--- src/rtl/core/pic_pkg.sv ---
`timescale 1ns / 1ps
`default_nettype none
// ----------------------------------------------------------------------------
// pic_pkg: shared types and constants of the convex polygon point test
// Coordinate, sign and handshake types used by the sequencer, the shared
// cross-product unit and the top level.
// ----------------------------------------------------------------------------
package pic_pkg;

    localparam int COORD_W = 31;
    localparam int DIFF_W  = COORD_W + 1;
    localparam int PROD_W  = 2 * DIFF_W;

    // Request codes on the input channel
    localparam logic OP_LOAD  = 1'b0;
    localparam logic OP_QUERY = 1'b1;

    typedef struct packed {
        logic signed [COORD_W-1:0] x;
        logic signed [COORD_W-1:0] y;
    } point_t;

    // Sign of a cross product; both bits low means zero
    typedef struct packed {
        logic neg;
        logic pos;
    } sign_t;

    typedef struct packed {
        logic   start;
        point_t p;
        point_t o;
        point_t q;
    } cx_req_t;

    typedef struct packed {
        logic  done;
        sign_t sign;
    } cx_rsp_t;

    typedef enum logic [1:0] {
        CX_IDLE,
        CX_MUL_A,
        CX_MUL_B,
        CX_CMP
    } cx_phase_t;

    typedef enum logic [3:0] {
        ST_IDLE,
        ST_V0,
        ST_V1,
        ST_W1,
        ST_WN,
        ST_SEARCH_RD,
        ST_SEARCH_CX,
        ST_SEARCH_W,
        ST_TRI_RL,
        ST_TRI_RR,
        ST_TRI_C1,
        ST_TRI_W1,
        ST_TRI_W2,
        ST_TRI_W3,
        ST_TRI_W4,
        ST_FINISH
    } seq_state_t;

    // Angle test: passes unless both signs are strictly equal and nonzero
    function automatic logic wedge_pass(input sign_t a, input sign_t b);
        wedge_pass = !((a.pos && b.pos) || (a.neg && b.neg));
    endfunction

endpackage
`default_nettype wire

--- src/rtl/core/pic_cross.sv ---
`timescale 1ns / 1ps
`default_nettype none
// ----------------------------------------------------------------------------
// pic_cross: shared cross-product sign unit
// Computes sign((p - o) x (q - o)) with one 32x32 multiplier used twice,
// then a 64-bit compare; done rises with the registered sign.
// ----------------------------------------------------------------------------
module pic_cross (
    input  wire               aclk,
    input  wire               aresetn,
    input  pic_pkg::cx_req_t  req,
    output pic_pkg::cx_rsp_t  rsp
);

    pic_pkg::cx_phase_t phase_reg, phase_next;

    logic signed [pic_pkg::DIFF_W-1:0] ux_reg, uy_reg, vx_reg, vy_reg;
    logic signed [pic_pkg::PROD_W-1:0] prod_a_reg, prod_b_reg;
    logic signed [pic_pkg::DIFF_W-1:0] mul_l, mul_r;
    logic signed [pic_pkg::PROD_W-1:0] mul_out;
    logic        done_reg;
    pic_pkg::sign_t sign_reg;

    // Advance through the two products and the compare
    always_comb begin
        phase_next = phase_reg;
        case (phase_reg)
            pic_pkg::CX_IDLE:  if (req.start) phase_next = pic_pkg::CX_MUL_A;
            pic_pkg::CX_MUL_A: phase_next = pic_pkg::CX_MUL_B;
            pic_pkg::CX_MUL_B: phase_next = pic_pkg::CX_CMP;
            pic_pkg::CX_CMP:   phase_next = pic_pkg::CX_IDLE;
            default:           phase_next = pic_pkg::CX_IDLE;
        endcase
    end

    always_comb begin
        if (phase_reg == pic_pkg::CX_MUL_A) begin
            mul_l = ux_reg;
            mul_r = vy_reg;
        end else begin
            mul_l = uy_reg;
            mul_r = vx_reg;
        end
        mul_out = mul_l * mul_r;
    end

    always_ff @(posedge aclk) begin
        if (!aresetn) begin
            phase_reg <= pic_pkg::CX_IDLE;
            done_reg  <= 1'b0;
        end else begin
            phase_reg <= phase_next;
            done_reg  <= (phase_reg == pic_pkg::CX_CMP);
        end
    end

    always_ff @(posedge aclk) begin
        if (phase_reg == pic_pkg::CX_IDLE && req.start) begin
            ux_reg <= $signed({req.p.x[pic_pkg::COORD_W-1], req.p.x})
                    - $signed({req.o.x[pic_pkg::COORD_W-1], req.o.x});
            uy_reg <= $signed({req.p.y[pic_pkg::COORD_W-1], req.p.y})
                    - $signed({req.o.y[pic_pkg::COORD_W-1], req.o.y});
            vx_reg <= $signed({req.q.x[pic_pkg::COORD_W-1], req.q.x})
                    - $signed({req.o.x[pic_pkg::COORD_W-1], req.o.x});
            vy_reg <= $signed({req.q.y[pic_pkg::COORD_W-1], req.q.y})
                    - $signed({req.o.y[pic_pkg::COORD_W-1], req.o.y});
        end
        if (phase_reg == pic_pkg::CX_MUL_A) begin
            prod_a_reg <= mul_out;
        end
        if (phase_reg == pic_pkg::CX_MUL_B) begin
            prod_b_reg <= mul_out;
        end
        if (phase_reg == pic_pkg::CX_CMP) begin
            sign_reg.pos <= (prod_a_reg > prod_b_reg);
            sign_reg.neg <= (prod_a_reg < prod_b_reg);
        end
    end

    assign rsp.done = done_reg;
    assign rsp.sign = sign_reg;

endmodule
`default_nettype wire

--- config.mk ---
export PLATFORM = sky130hd
export DESIGN_NAME = pic_cross
export DESIGN_NICKNAME = d
export VERILOG_FILES = /design/src/rtl/core/pic_pkg.sv /design/src/rtl/core/pic_cross.sv
export SDC_FILE = /design/constraint.sdc
export NUM_CORES = 2
export LEC_CHECK = 0
export BUFFER_PORTS_ARGS = -buffer_cell sky130_fd_sc_hd__buf_4
export CAP_MARGIN = 10
export CELL_PAD_IN_SITES_DETAIL_PLACEMENT = 0
export CELL_PAD_IN_SITES_GLOBAL_PLACEMENT = 1
export CORE_MARGIN = 2
export CORE_UTILIZATION = 46
export DETAILED_ROUTE_END_ITERATION = 8
export PLACE_DENSITY = 0.86
export SETUP_SLACK_MARGIN = 0.4
export SKIP_LAST_GASP = 1
export SYNTH_ARGS = -nofsm -noshare
export SYNTH_HDL_FRONTEND = slang
export SYNTH_SLANG_ARGS = --single-unit
--- constraint.sdc ---
create_clock -name aclk -period 9.6 [get_ports aclk]
set_input_delay 1.44 -clock aclk [delete_from_list [all_inputs] [get_ports aclk]]
set_output_delay 1.44 -clock aclk [all_outputs]
set_load 0.05 [all_outputs]
### After elaboration in Yosys (flattened, before gate mapping)

Cells that the tools add are included.

* multipliers: 1
* reductions and logical operators: 2
* multiplexer cells: 4
* $lt $le $gt $ge: 2
* add/subtract/negate cells: 4
* eq/ne operators: 4

Operator list (count)
* $sub 31x31->32: 4
* $gt 64x64->1: 1
* $lt 64x64->1: 1
* $mul 32x32->64: 1
* $mux 32: 2
* $pmux 2 s4: 1
* $eq 2x2->1 const B: 2
* $eq 2x1->1 const B: 1
* $logic_not 2->1: 1
* $mux 2: 1
* $ne 2x2->1 const B: 1
* $logic_and 1x1->1: 1

* logic and storage cells: 27
* input bits: 189
* register bits after elaboration: 261
* output and inout bits: 3

### Longest topological paths before layout

* depth after elaboration: 3
* gate-level depth with buffers: 36
* depth with buffers taken out: 31

### Worst setup path after synthesis

OpenSTA, ideal clock, no wires.

* kind: register to register
* start: register phase_reg[1]
* end: register prod_a_reg[62] in the netlist's numbering, data pin
* setup slack: -0.922 ns
* arrival: 10.260 ns
* data required time: 9.338 ns
* stages on the path, launching flop included: 32
* library setup time: 0.262 ns
* clock period less this slack: 10.522 ns
* buffers on the path: 4
* cells stage by stage: dfxtp_1 > inv_1 > ha_1 > clkbuf_1 > clkbuf_1 > buf_1 > mux2i_1 > clkbuf_1 > nor2_1 > fa_1 > inv_1 > fa_1 > inv_1 > fa_1 > fa_1 > inv_1 > fa_1 > inv_1 > fa_1 > inv_1 > fa_1 > inv_1 > fa_1 > ha_1 > inv_1 > nor3_1 > nand4_1 > nand2_1 > a311oi_2 > o311a_1 > o31a_1 > xnor2_1

* longest elaborated chain between the ends: 3
* elaborated cells between the ends (all ways): 4
* those cells by class: 1 x mul; 1 x eq/ne; 2 x mux

RTL lines
* from (decl): line pic_cross.sv:15 `pic_pkg::cx_phase_t phase_reg, phase_next;`
* from (signal assigned): line pic_cross.sv:49 `phase_reg <= pic_pkg::CX_IDLE;`
* from (signal assigned): line pic_cross.sv:52 `phase_reg <= phase_next;`
* $eq 2x1->1 *: line pic_cross.sv:37 `if (phase_reg == pic_pkg::CX_MUL_A) begin`
* $mux 32: line pic_cross.sv:37
* $mul 32x32->64 *: line pic_cross.sv:44 `mul_out = mul_l * mul_r;`
* named net mul_out, one bit: line pic_cross.sv:20 `logic signed [pic_pkg::PROD_W-1:0] mul_out;`
* to (signal assigned): line pic_cross.sv:69 `prod_a_reg <= mul_out;`
* to (decl): line pic_cross.sv:18 `logic signed [pic_pkg::PROD_W-1:0] prod_a_reg, prod_b_reg;`

Mark *: on every way through the listed nets, which the timed path passes. The rest lies on a longest branch.
A chain may end at the register's enable or synchronous reset.

### Final worst setup path

* start: register phase_reg[1]
* end: register prod_a_reg[56] in the netlist's numbering, data pin

The elaborated chain is that of the path after synthesis.

==> summary.md <==
| Metric | Value |
|---|---|
| Worst setup SP type | `flop` |
| Adder-cell share of the synthesized area | `between 50% and 60%` |
| Top_reg_cell synth | `edfxtp_1` |
| Count leader, synth | `inv_1` |
| RSZ-0062 raised after global routing | `no` |
| DRC viols | `0` |
| Critical Path AT | `9.35 ns` |
| DP HPWL | `131 mm` |
| Top Ports | `192` |
| Async set-reset flop share out of synthesis | `0%` |
| Sum of negative setup slack | `0 ns` |
| Die X | `339 um` |
| Least-Margin Pin Slew | `around 1.2 ns` |
| Hold Fails Final Rpt | `0` |
| Compound-gate portion of the synthesized area | `6.83%` |
| Maximum buffer depth of the clock tree | `3` |
| Reg2reg end | `prod_a_reg[56]` |
| Synth Area in Simple Gates | `11.7%` |
| Critical Path Start | `phase_reg[1]` |
| Pre-CTS setup slack | `0.176 ns` |
| Mux share of post-synthesis cell area | `under 10%` |
| Reg-to-Reg Start | `phase_reg[1]` |
| Routed Antenna Nets | `0` |
| Crit. End Element | `flop` |
| Mean Syn Cell Area | `9.66 sq um` |
| Setup CP Type | `flop to flop` |
| Hold-fix buffers at CTS | `0` |
| Total grt overflow | `0` |
| Hold crit path type | `flop to flop` |
| Worst Path Required | `between 9 and 10 ns` |
| Vias in the first global route | `~42000` |
| Cell count of the worst hold path | `2` |
| Hold path endpoint | `phase_reg[1]` |
| Worst Hold Launch | `phase_reg[1]` |
| Most instantiated cells after synthesis | `inv_1 (1155), fa_1 (1086), nor2_1 (626)` |
| Biggest area consumer among synthesized cells | `fa_1` |
| CTS sink count | `approximately 260` |
| Cell Count, Final, Fillers Out | `between 7000 and 8000` |
| Top cells by area, synth | `fa_1 (42%), edfxtp_1 (15%), ha_1 (9.1%)` |
| Vias per cell | `5.50` |
| MaxCap Viol Count | `0` |
| Setup Skew | `0.0251 ns` |
| Status | `completed` |
| Synth Net Count | `7006` |
| Starting Density | `46.2%` |
| Cells after DPL | `6990` |
| Drt pass-1 iters | `8` |
| Net count reported at finish | `between 7000 and 8000` |
| Cell area after synthesis | `51700 sq um` |
| CTS tree | `yes` |
| Slew Viols, Final | `0` |
| Drt first-iter violations | `3137` |
| Routed WL | `roughly 160 mm` |
| Gp weighted congestion | `0.999` |
| Largest net degree at the start of global routing | `88` |
| First-pass GRT wire length | `246 mm` |
| Antenna violations before repair | `6` |
| Root buf cell | `clkbuf_16` |
| Reg2Reg Depth | `27` |
| Setup Viol. Count Final | `0` |
| PnR worst setup slack | `~0.63 ns` |
| Cts bufs inserted | `31` |
| Worst reg2reg setup slack | `approximately 0.63 ns` |
| EDFF count, synth | `around 260` |
| Fmax | `111 MHz` |
| Number of synthesized register bits | `261` |
| Via count | `38900` |
| Crit Path Max Fanout | `17` |
| Synth warnings | `0` |
| Tcrit/Tclk final | `93.5%` |
| Share of layout cells above drive strength 1 | `9.49%` |
| Core region area | `roughly 110000 sq um` |
| Max-Slew Margin vs Limit | `roughly 17%` |
| Post-synth cell types | `87` |
| WL/cell | `22.4 um` |
| Synth Area in XOR/XNOR | `between 2 and 3%` |
| Fillcell total | `10400` |
| Number of H-tree levels | `1` |
| Largest family of logic cells by synthesized area | `adder cells` |
| Row cnt | `123` |
| Area Growth Syn to Fin | `10.1%` |
| Clock transition at the registers of the reported paths | `0.06 ns` |
| Top cell type's share of synthesized area | `42.0%` |
| GRT Util Overall | `~28%` |
| Sequential element share of the synthesized area | `15.1%` |
| Final min period | `8.97 ns` |
| Post-Syn Instances | `roughly 5400` |
| Port bufs | `191` |
| Worst-Skew Late Latency | `about 0.65 ns` |
| Die Ht | `339 um` |
| Die area | `115000 sq um` |
==> cell usage in the layout (no fill, tap or decap), drive strengths merged, types with 31 or more instances in the layout <==
cell type	n
fa	1086
nand3	33
nand4	31
nor3	38
mux2	63
inv	1158
nor2	626
a21o	102
clkbuf	39
xor2	42
a21oi	151
mux2i	63
ha	377
buf	330
xnor2	131
o21ai	90
nand2	605
edfxtp	258
==> critical path: stages (launching register included) <==
cell     delay [ns]
dfxtp_1        0.39
inv_2          0.08
ha_4           0.22
buf_16         0.18
mux2_2         0.69
nand2_1        0.28
fa_2           0.70
fa_1           0.48
fa_1           0.52
fa_1           0.52
inv_1          0.06
fa_1           0.63
fa_1           0.47
fa_1           0.50
inv_1          0.05
fa_1           0.50
inv_1          0.04
ha_2           0.33
a21o_1         0.20
a21o_1         0.17
a21oi_1        0.20
nor3b_1        0.23
o21ai_0        0.16
a22o_1         0.25
a31oi_2        0.18
a21oi_1        0.12
a311o_1        0.37
xor2_1         0.17
==> per-layer routing <==
| metal | GRT usage [%] | routed length, um | up-vias |
|---|---|---|---|
| met5 | 0 | 22 | - |
| met4 | 18.8 | 13500 | 4 |
| met3 | 5.59 | 13600 | 585 |
| met2 | 46.6 | 74100 | 1804 |
| met1 | 33.8 | 57300 | 19600 |
| li1 | - | - | 16900 |
==> worst max-delay path by stage <==
| stage | endpoint | cells past startpoint | slack [ns] |
|---|---|---|---|
| final | prod_a_reg[56] | 27 | 0.63 |
| after CTS | prod_a_reg[55] | 30 | 0.40 |
| after floorplan | prod_a_reg[62] | 31 | 0.40 |
| after global routing | prod_b_reg[43] | 28 | 0.39 |
| after global placement | prod_a_reg[55] | 26 | 0.32 |
| after detailed placement | prod_b_reg[63] | 28 | 0.18 |
==> final cells by class <==
cell class,instances,area (sq um),area share (%)
multi-input cells,3755,39100,68.7
flip-flops and latches,261,7810,13.7
inverters,1155,4340,7.62
clock inverters,21,218,0.382
diodes,3,7.51,0.0132
repair buffers,332,2800,4.91
clock buffers,37,798,1.40
well taps,1500,1880,3.29
==> what timing repair did <==
item,CTS,global route
setup endpoints to repair,13,40
pin swaps,1,1
resized for setup,3,37
setup buffers,2,9
cloned,0,2
==> stage by stage <==
step	hold slack (ns)	utilization [%]	cell area, sq um
floorplan	0.528	-	51800
global placement	0.551	49.7	55700
detailed placement	0.600	49.7	55700
CTS	0.607	50.6	56700
global route	0.624	50.8	57000
finish	0.620	50.8	57000
==> kinds of logic after synthesis <==
logic type	Yosys count
buf+inv	1338
mux	126
xor+xnor	173
fa+ha+maj	1463
compound gates	529
simple gates	1464
flops	261
Power is not shown: default switching activity piles up to over one toggle a cycle in this logic, so the estimate is an artifact.
