**config.mk**
```make
export PLATFORM = sky130hd
export DESIGN_NAME = pic_seq
export DESIGN_NICKNAME = d
export VERILOG_FILES = /design/src/rtl/core/pic_pkg.sv /design/src/rtl/core/pic_seq.sv
export SDC_FILE = /design/constraint.sdc
export NUM_CORES = 1
export LEC_CHECK = 0
export BUFFER_PORTS_ARGS = -buffer_cell sky130_fd_sc_hd__buf_4
export CORE_ASPECT_RATIO = 0.8
export CORE_MARGIN = 2
export CORE_UTILIZATION = 50
export CTS_CLUSTER_DIAMETER = 60
export CTS_CLUSTER_SIZE = 25
export DETAILED_ROUTE_END_ITERATION = 10
export PLACE_DENSITY = 0.76
export SETUP_SLACK_MARGIN = 0.05
export SLEW_MARGIN = 10
export SYNTH_ARGS = -nofsm -noshare
export SYNTH_HDL_FRONTEND = slang
export SYNTH_SLANG_ARGS = --single-unit
```
**constraint.sdc**
```tcl
create_clock -name aclk -period 8.87 [get_ports aclk]
set_clock_uncertainty 0.15 [all_clocks]
set_input_delay 0.4435 -clock aclk [delete_from_list [all_inputs] [get_ports aclk]]
set_output_delay 0.4435 -clock aclk [all_outputs]
set_load 0.02 [all_outputs]
```
**src/rtl/core/pic_pkg.sv**
```systemverilog
`timescale 1ns / 1ps
`default_nettype none
// ----------------------------------------------------------------------------
// pic_pkg: shared types and constants of the convex polygon point test
// Coordinate, sign and handshake types used by the sequencer, the shared
// cross-product unit and the top level.
// ----------------------------------------------------------------------------
package pic_pkg;

    localparam int COORD_W = 31;
    localparam int DIFF_W  = COORD_W + 1;
    localparam int PROD_W  = 2 * DIFF_W;

    // Request codes on the input channel
    localparam logic OP_LOAD  = 1'b0;
    localparam logic OP_QUERY = 1'b1;

    typedef struct packed {
        logic signed [COORD_W-1:0] x;
        logic signed [COORD_W-1:0] y;
    } point_t;

    // Sign of a cross product; both bits low means zero
    typedef struct packed {
        logic neg;
        logic pos;
    } sign_t;

    typedef struct packed {
        logic   start;
        point_t p;
        point_t o;
        point_t q;
    } cx_req_t;

    typedef struct packed {
        logic  done;
        sign_t sign;
    } cx_rsp_t;

    typedef enum logic [1:0] {
        CX_IDLE,
        CX_MUL_A,
        CX_MUL_B,
        CX_CMP
    } cx_phase_t;

    typedef enum logic [3:0] {
        ST_IDLE,
        ST_V0,
        ST_V1,
        ST_W1,
        ST_WN,
        ST_SEARCH_RD,
        ST_SEARCH_CX,
        ST_SEARCH_W,
        ST_TRI_RL,
        ST_TRI_RR,
        ST_TRI_C1,
        ST_TRI_W1,
        ST_TRI_W2,
        ST_TRI_W3,
        ST_TRI_W4,
        ST_FINISH
    } seq_state_t;

    // Angle test: passes unless both signs are strictly equal and nonzero
    function automatic logic wedge_pass(input sign_t a, input sign_t b);
        wedge_pass = !((a.pos && b.pos) || (a.neg && b.neg));
    endfunction

endpackage
`default_nettype wire

```
**src/rtl/core/pic_seq.sv**
```systemverilog
`timescale 1ns / 1ps
`default_nettype none
// ----------------------------------------------------------------------------
// pic_seq: query sequencer
// Walks the wedge test at vertex 0, the binary search over the fan and the
// final triangle test, issuing vertex reads and cross-product jobs.
// ----------------------------------------------------------------------------
module pic_seq #(
    parameter int ADDR_W = 10,
    parameter int CNT_W  = 11
) (
    input  wire                   aclk,
    input  wire                   aresetn,
    input  wire                   start,
    input  pic_pkg::point_t       start_p,
    input  wire  [CNT_W-1:0]      start_n,
    output logic                  busy,
    output logic                  rd_en,
    output logic [ADDR_W-1:0]     rd_addr,
    input  pic_pkg::point_t       rd_data,
    output pic_pkg::cx_req_t      cx_req,
    input  pic_pkg::cx_rsp_t      cx_rsp,
    output logic                  res_valid,
    output logic                  res_inside,
    output logic                  res_poly_valid,
    input  wire                   out_free
);

    pic_pkg::seq_state_t state_reg, state_next;

    pic_pkg::point_t  p_reg, v0_reg, vl_reg, vr_reg;
    logic [ADDR_W-1:0] l_reg, r_reg, m_reg, last_idx;
    pic_pkg::sign_t   sign_l_reg, sign_r_reg, s1_reg;
    logic             tri_ok_reg, inside_reg, pv_reg;
    logic             too_few;
    logic [ADDR_W:0]  lr_sum;
    logic [ADDR_W-1:0] mid, l_new, r_new;
    logic             step_pass, first_pass, gap_now, gap_new;

    always_comb begin
        too_few    = (start_n < CNT_W'(3));
        last_idx   = ADDR_W'(start_n - CNT_W'(1));
        lr_sum     = {1'b0, l_reg} + {1'b0, r_reg};
        mid        = lr_sum[ADDR_W:1];
        step_pass  = pic_pkg::wedge_pass(sign_l_reg, cx_rsp.sign);
        first_pass = pic_pkg::wedge_pass(sign_l_reg, cx_rsp.sign);
        l_new      = step_pass ? l_reg : m_reg;
        r_new      = step_pass ? m_reg : r_reg;
        gap_now    = (r_reg - l_reg) > ADDR_W'(1);
        gap_new    = (r_new - l_new) > ADDR_W'(1);
    end

    // Next state
    always_comb begin
        state_next = state_reg;
        case (state_reg)
            pic_pkg::ST_IDLE: begin
                if (start) state_next = too_few ? pic_pkg::ST_FINISH : pic_pkg::ST_V0;
            end
            pic_pkg::ST_V0:        state_next = pic_pkg::ST_V1;
            pic_pkg::ST_V1:        state_next = pic_pkg::ST_W1;
            pic_pkg::ST_W1:        if (cx_rsp.done) state_next = pic_pkg::ST_WN;
            pic_pkg::ST_WN: begin
                if (cx_rsp.done) begin
                    if (!first_pass) state_next = pic_pkg::ST_FINISH;
                    else if (gap_now) state_next = pic_pkg::ST_SEARCH_RD;
                    else state_next = pic_pkg::ST_TRI_RL;
                end
            end
            pic_pkg::ST_SEARCH_RD: state_next = pic_pkg::ST_SEARCH_CX;
            pic_pkg::ST_SEARCH_CX: state_next = pic_pkg::ST_SEARCH_W;
            pic_pkg::ST_SEARCH_W: begin
                if (cx_rsp.done) begin
                    state_next = gap_new ? pic_pkg::ST_SEARCH_RD : pic_pkg::ST_TRI_RL;
                end
            end
            pic_pkg::ST_TRI_RL:    state_next = pic_pkg::ST_TRI_RR;
            pic_pkg::ST_TRI_RR:    state_next = pic_pkg::ST_TRI_C1;
            pic_pkg::ST_TRI_C1:    state_next = pic_pkg::ST_TRI_W1;
            pic_pkg::ST_TRI_W1:    if (cx_rsp.done) state_next = pic_pkg::ST_TRI_W2;
            pic_pkg::ST_TRI_W2:    if (cx_rsp.done) state_next = pic_pkg::ST_TRI_W3;
            pic_pkg::ST_TRI_W3:    if (cx_rsp.done) state_next = pic_pkg::ST_TRI_W4;
            pic_pkg::ST_TRI_W4:    if (cx_rsp.done) state_next = pic_pkg::ST_FINISH;
            pic_pkg::ST_FINISH:    if (out_free) state_next = pic_pkg::ST_IDLE;
            default:               state_next = pic_pkg::ST_IDLE;
        endcase
    end

    // Outputs: read port, cross-product jobs, result
    always_comb begin
        busy      = (state_reg != pic_pkg::ST_IDLE);
        rd_en     = 1'b0;
        rd_addr   = '0;
        cx_req.start = 1'b0;
        cx_req.p  = p_reg;
        cx_req.o  = v0_reg;
        cx_req.q  = rd_data;
        res_valid = (state_reg == pic_pkg::ST_FINISH);
        res_inside     = inside_reg;
        res_poly_valid = pv_reg;
        case (state_reg)
            pic_pkg::ST_IDLE: begin
                rd_en = start;
            end
            pic_pkg::ST_V0: begin
                rd_en   = 1'b1;
                rd_addr = ADDR_W'(1);
            end
            pic_pkg::ST_V1: begin
                rd_en   = 1'b1;
                rd_addr = r_reg;
                cx_req.start = 1'b1;
            end
            pic_pkg::ST_W1: begin
                cx_req.start = cx_rsp.done;
            end
            pic_pkg::ST_SEARCH_RD: begin
                rd_en   = 1'b1;
                rd_addr = mid;
            end
            pic_pkg::ST_SEARCH_CX: begin
                cx_req.start = 1'b1;
            end
            pic_pkg::ST_TRI_RL: begin
                rd_en   = 1'b1;
                rd_addr = l_reg;
            end
            pic_pkg::ST_TRI_RR: begin
                rd_en   = 1'b1;
                rd_addr = r_reg;
            end
            pic_pkg::ST_TRI_C1: begin
                cx_req.start = 1'b1;
                cx_req.o     = vl_reg;
            end
            pic_pkg::ST_TRI_W1: begin
                cx_req.start = cx_rsp.done;
                cx_req.o     = vl_reg;
                cx_req.q     = v0_reg;
            end
            pic_pkg::ST_TRI_W2: begin
                cx_req.start = cx_rsp.done;
                cx_req.o     = vr_reg;
                cx_req.q     = v0_reg;
            end
            pic_pkg::ST_TRI_W3: begin
                cx_req.start = cx_rsp.done;
                cx_req.o     = vr_reg;
                cx_req.q     = vl_reg;
            end
            default: begin
                rd_en = 1'b0;
            end
        endcase
    end

    // In ST_V1 the origin is v0 itself; v0_reg already holds it there
    always_ff @(posedge aclk) begin
        if (!aresetn) begin
            state_reg <= pic_pkg::ST_IDLE;
        end else begin
            state_reg <= state_next;
        end
    end

    always_ff @(posedge aclk) begin
        case (state_reg)
            pic_pkg::ST_IDLE: begin
                if (start) begin
                    p_reg      <= start_p;
                    l_reg      <= ADDR_W'(1);
                    r_reg      <= last_idx;
                    inside_reg <= 1'b0;
                    pv_reg     <= !too_few;
                end
            end
            pic_pkg::ST_V0: begin
                v0_reg <= rd_data;
            end
            pic_pkg::ST_W1: begin
                if (cx_rsp.done) sign_l_reg <= cx_rsp.sign;
            end
            pic_pkg::ST_WN: begin
                if (cx_rsp.done) sign_r_reg <= cx_rsp.sign;
            end
            pic_pkg::ST_SEARCH_RD: begin
                m_reg <= mid;
            end
            pic_pkg::ST_SEARCH_W: begin
                if (cx_rsp.done) begin
                    l_reg <= l_new;
                    r_reg <= r_new;
                    if (step_pass) sign_r_reg <= cx_rsp.sign;
                    else sign_l_reg <= cx_rsp.sign;
                end
            end
            pic_pkg::ST_TRI_RR: begin
                vl_reg <= rd_data;
            end
            pic_pkg::ST_TRI_C1: begin
                vr_reg <= rd_data;
            end
            pic_pkg::ST_TRI_W1: begin
                if (cx_rsp.done) s1_reg <= cx_rsp.sign;
            end
            pic_pkg::ST_TRI_W2: begin
                if (cx_rsp.done) begin
                    tri_ok_reg <= pic_pkg::wedge_pass(s1_reg, cx_rsp.sign)
                               && pic_pkg::wedge_pass(sign_l_reg, sign_r_reg);
                end
            end
            pic_pkg::ST_TRI_W3: begin
                if (cx_rsp.done) s1_reg <= cx_rsp.sign;
            end
            pic_pkg::ST_TRI_W4: begin
                if (cx_rsp.done) begin
                    inside_reg <= tri_ok_reg && pic_pkg::wedge_pass(s1_reg, cx_rsp.sign);
                end
            end
            default: begin
                m_reg <= m_reg;
            end
        endcase
    end

endmodule
`default_nettype wire

```
== Word-level counts from Yosys, hierarchy flattened ==
Index checks and enable logic that the tools add are counted.
W data, S select, Z words.

* Latch bits: 0
* Bits in read-only memories: 0
* Register bits after elaboration: 291
* Logic and storage cells: 127
* Bits of input ports: 142
* Bits in writable memories: 0
* Memories kept: 0
* Output and inout port bits: 202

* Multiplexer cells: 37
* Reductions and logical operators: 36
* Divide/modulo/power cells: 0
* Add/sub/neg operators: 4
* Shift operators: 0
* Bitwise gates (word level): 0
* Multipliers: 0
* Order comparisons: 3
* Eq/ne operators: 26

{| class="wikitable"
|+ Operator list
! kind !! count
|-
| $pmux W62 S2 || 2
|-
| $pmux W4 S16 || 1
|-
| $mux W10 || 6
|-
| $mux W4 || 13
|-
| $pmux W10 S2 || 2
|-
| $pmux W10 S4 || 1
|-
| $eq A4 B4 Y1 const B || 8
|-
| $gt A10 B1 Y1 const B || 2
|-
| $ne A2 B2 Y1 const B || 10
|-
| $sub A10 B10 Y10 || 2
|-
| $eq A4 B3 Y1 const B || 4
|-
| $add A10 B10 Y11 || 1
|-
| $lt A11 B2 Y1 const B || 1
|-
| $mux W2 || 5
|-
| $reduce_or A2 Y1 || 5
|-
| $sub A10 B1 Y10 const B || 1
|-
| $reduce_and A9 Y1 || 1
|-
| $eq A4 B2 Y1 const B || 2
|-
| $logic_and A1 B1 Y1 || 8
|-
| $pmux W2 S2 || 2
|-
| $reduce_and A4 Y1 || 2
|-
| $reduce_bool A2 Y1 || 4
|-
| $pmux W1 S2 || 3
|-
| $reduce_and A2 Y1 || 3
|-
| 11 further kinds || 17
|}

== Depth between registers and ports, before layout ==
* Word-level depth: 8
* Mapped depth: 16
* Depth with buffers taken out: 13

== Worst setup path after synthesis ==
Ideal clock, no wire load.

* Path kind: reg2reg
* Start: register state_reg[0]
* End: register v0_reg[0] (netlist name), enable pin
* Stages on the path, launching flop included: 5
* Required time: 8,162 ps
* Library setup time: 558 ps
* Arrival time: 5,126 ps
* Buffers on the path: 2
* Clock period less this slack: 5,834 ps
* Setup slack: 3,036 ps
* Path through: dfxtp_1 -> buf_2 -> clkbuf_1 -> nand2b_1 -> nor3_1

* Cells in the longest elaborated chain, start to end: 1

{| class="wikitable"
|+ Ends and longest elaborated chain
! item !! line !! text
|-
| start, declared || pic_seq.sv:29 || <nowiki>pic_pkg::seq_state_t state_reg, state_next;</nowiki>
|-
| start signal, assigned || pic_seq.sv:160 || <nowiki>state_reg <= pic_pkg::ST_IDLE;</nowiki>
|-
| start signal, assigned || pic_seq.sv:162 || <nowiki>state_reg <= state_next;</nowiki>
|-
| $eq A4 B1 Y1 || pic_seq.sv:167 || <nowiki>case (state_reg)</nowiki>
|-
| end signal, assigned || pic_seq.sv:178 || <nowiki>v0_reg <= rd_data;</nowiki>
|-
| end, declared || pic_seq.sv:31 || <nowiki>pic_pkg::point_t p_reg, v0_reg, vl_reg, vr_reg;</nowiki>
|}

Every way passes these cells.
A chain may end at the register's enable or synchronous reset.

==> flow_metrics.py <==
metrics = {
    "cts": {
        "tritoncts": "built",
        "clk_pin_slew_worst_paths_ns": 0.08,
        "cts_setup_buffers": 0,
        "insertion_delay_ns": 0.52,
        "htree_levels": 1,
        "cts_buffers": 21,
        "cts_sinks": 291,
        "cts_max_path_buffers": 3,
        "root_buffer": "clkbuf_16",
    },
    "finish": {
        "layout_common_cells": "buf_4 (362), edfxtp_1 (287), nand2_1 (178)",
        "area_growth_pct": 37.3,
        "drive_above_1_share_pct": 27.1,
        "antennaDiodeCount": 0,
        "final_common_cell": "buf_4",
        "nNetsFinal": 1692,
    },
    "yosys": {
        "synthCells": 1068,
        "async_reset_ff_share_pct": 0,
        "ys_ff_latch": 291,
        "synth_top_cell_area_share_pct": 64.9,
        "synth.top_cells.by_area": "edfxtp_1 (65%), nand2_1 (5.0%), a222oi_1 (4.7%), a22oi_1 (4.0%), ha_1 (2.6%)",
        "ys_seq_area_share_pct": 65.5,
        "syn_nets": 1241,
        "ys.warnings.count": 0,
        "syn_avg_cell_area_sq_um": 12.4,
        "synth_enable_flop_cells": 287,
        "ys_types": 63,
        "syn_area_sq_um": 13300,
        "ys.flop_type": "edfxtp_1",
        "synth_top_area_cell": "edfxtp_1",
    },
    "place": {
        "dp_hpwl_um": 25400,
        "io_buffers": 343,
        "place_congestion": 0.868,
        "pre_cts_ws_ns": 5.15,
    },
    "sta": {
        "finalCriticalPeriod_ns": 4.26,
        "hold_viol_final": 0,
        "final_max_slew_viol_count": 0,
        "post-route-period-util_pct": 48.1,
        "worst_pin_slew_ns": 1.16,
        "finalSetupTns_ns": 0,
        "fmax_mhz": 234,
        "layout_setup_ws_ns": 4.61,
        "setup_viol": 0,
        "rsz0062_at_grt": "no",
        "relSlewSlack_pct": 22.3,
    },
    "grt": {
        "first_global_vias": 10730,
        "overflow": 0,
        "grt_use_met2_pct": 46.7,
        "met1_usage_pct": 39.5,
        "met3_usage_pct": 5.43,
        "grt_use_total_pct": 28.5,
        "grt_pass1_wl_um": 61200,
        "grt_start_max_net_pins": 65,
        "antenna_found_initial": 0,
        "top_usage_layer": "met2",
    },
    "floorplan": {
        "dieArea_sq_um": 27900,
        "initial_core_util_pct": 50.7,
        "std_cell_rows": 53,
        "die_height_um": 150,
        "core_sq_um": 26200,
        "dieWidth_um": 186,
        "ioPinCount": 344,
    },
    "setup_path": {
        "cp_cell_sequence": "nand2_1 -> nor2_4 -> buf_4 -> nor2_4 -> buf_4 -> nand2_1 -> nand2_1 -> buf_4",
        "cp.arrival_ns": 3.67,
        "path_class": "reg2out",
        "worst_setup_path_end_kind": "primary output",
        "cp-startpoint": "state_reg[3]$_SDFFE_PN0P_",
        "reg2reg_from": "sign_l_reg[0]$_DFFE_PP_",
        "crit_slowest_cell": "dfxtp_1",
        "cp.required_ns": 8.28,
        "reg2reg_slack_ns": 5.25,
        "ff2ff_path_depth": 14,
        "r2r-end": "state_reg[0]$_SDFFE_PN0P_",
        "critPathMaxStageDelay_ns": 0.88,
        "critPathMaxFanout": 63,
        "startpoint_type": "flop",
    },
    "drt": {
        "vias": 10998,
        "ant_nets": 0,
        "drtIter0Drc": 1406,
        "routed_wirelength_um": 40900,
        "drc": 0,
        "wl_per_cell_um": 21.7,
        "vias_per_cell": 5.82,
        "dr.pass1.iters": 10,
    },
    "status": {
        "status": "complete, no violations",
    },
    "min_path": {
        "hold_start": "aresetn",
        "hold-path-endpoint": "state_reg[1]$_SDFFE_PN0P_",
        "worstHoldPathType": "in2reg",
        "hold_depth": 3,
    },
    "power": {
        "vdd_drop_max_mv": 0.227,
        "power_density_nw_per_um2": 271,
        "p_leak_nw": 7.39,
    },
    "job": {
        "drv_cap": 0,
    },
}
-- report_power, final --
group | switching (mW) | internal, mW | total (mW) | leakage, nW
Combinational | 1.18 | 0.742 | 1.92 | 4.40
Sequential | 0.174 | 1.84 | 2.02 | 2.66
Clock | 0.537 | 0.471 | 1.01 | 0.340
-- per-stage QoR --
stage               utilization [%]  hold WS [ns]  power [mW]  std cells  instance area, sq um
CTS                            69.6        0.0278        4.92       1889                 18200
finish                         69.6        0.0537        4.95       1889                 18200
floorplan                         -         0.381        3.12       1068                 13300
global route                   69.6        0.0534        5.16       1889                 18200
detailed placement             62.1         0.411        3.88       1727                 16300
global placement               62.1         0.426        3.85       1727                 16300
-- metal layers --
| metal | up-vias | share of wire [%] |
|---|---|---|
| met5 | - | 0 |
| met4 | 0 | 2.5 |
| met3 | 78 | 9.3 |
| met2 | 649 | 49 |
| met1 | 5314 | 40 |
| li1 | 4957 | - |
-- Yosys cell counts, drive strengths merged, types with 4 or more instances --
| cell type | count |
|---|---|
| edfxtp | 287 |
| nand2 | 178 |
| inv | 88 |
| a22oi | 70 |
| a222oi | 62 |
| nor2 | 58 |
| clkbuf | 48 |
| a21oi | 35 |
| ha | 28 |
| o21ai | 28 |
| nor3 | 17 |
| xnor2 | 16 |
| buf | 12 |
| nor2b | 12 |
| a21o | 10 |
| a31oi | 9 |
| mux2i | 9 |
| nand2b | 8 |
| nand3 | 7 |
| o21a | 7 |
| nor4 | 6 |
| and2 | 5 |
| a211oi | 4 |
| a221oi | 4 |
| a22o | 4 |
| dfxtp | 4 |
| xor2 | 4 |
-- cell type report --
class	instances	area (sq um)
multi-input cells	629	4080
fillers	1778	7960
flip-flops and latches	291	8700
repair buffers	488	3980
clock buffers	22	529
well taps	357	447
clock inverters	14	170
inverters	88	330
-- repair_timing --
action / CTS / global route
hold buffers: 126 / 0
hold endpoints to repair: 254 / 0
resized for setup: 0 / 0
-- critical path: cells and delay by family, from the launching register on --
kind	cells	cell delay, ns
DFF	1	0.88
and+or+nand+nor	5	1.02
buffers and inverters	3	1.19
-- worst max-delay path by stage --
stage | to | slack [ns] | cells past startpoint
finish | cx_req[66] | 4.61 | 8
global route | cx_req[67] | 4.42 | 8
CTS | cx_req[120] | 4.66 | 8
detailed placement | state_reg[0]$_SDFFE_PN0P_ | 5.15 | 15
global placement | state_reg[2]$_SDFFE_PN0P_ | 5.22 | 14
floorplan | v0_reg[0]$_DFFE_PP_ | 3.04 | 4
-- kinds of logic (layout without fill, tap and decap cells) --
| group | count (synthesis) | count (layout) | share of synthesized area [%] |
|---|---|---|---|
| AOI/OAI and AO/OA | 261 | 261 | 15.0 |
| xor gates and xnor gates | 20 | 20 | 1.32 |
| adders and majority gates | 31 | 31 | 3.09 |
| buffers and inverters | 148 | 612 | 4.32 |
| DFF | 291 | 291 | 65.5 |
| muxes | 10 | 10 | 0.857 |
| and+or+nand+nor | 307 | 307 | 9.97 |
Power figures use the tool's default switching activity.
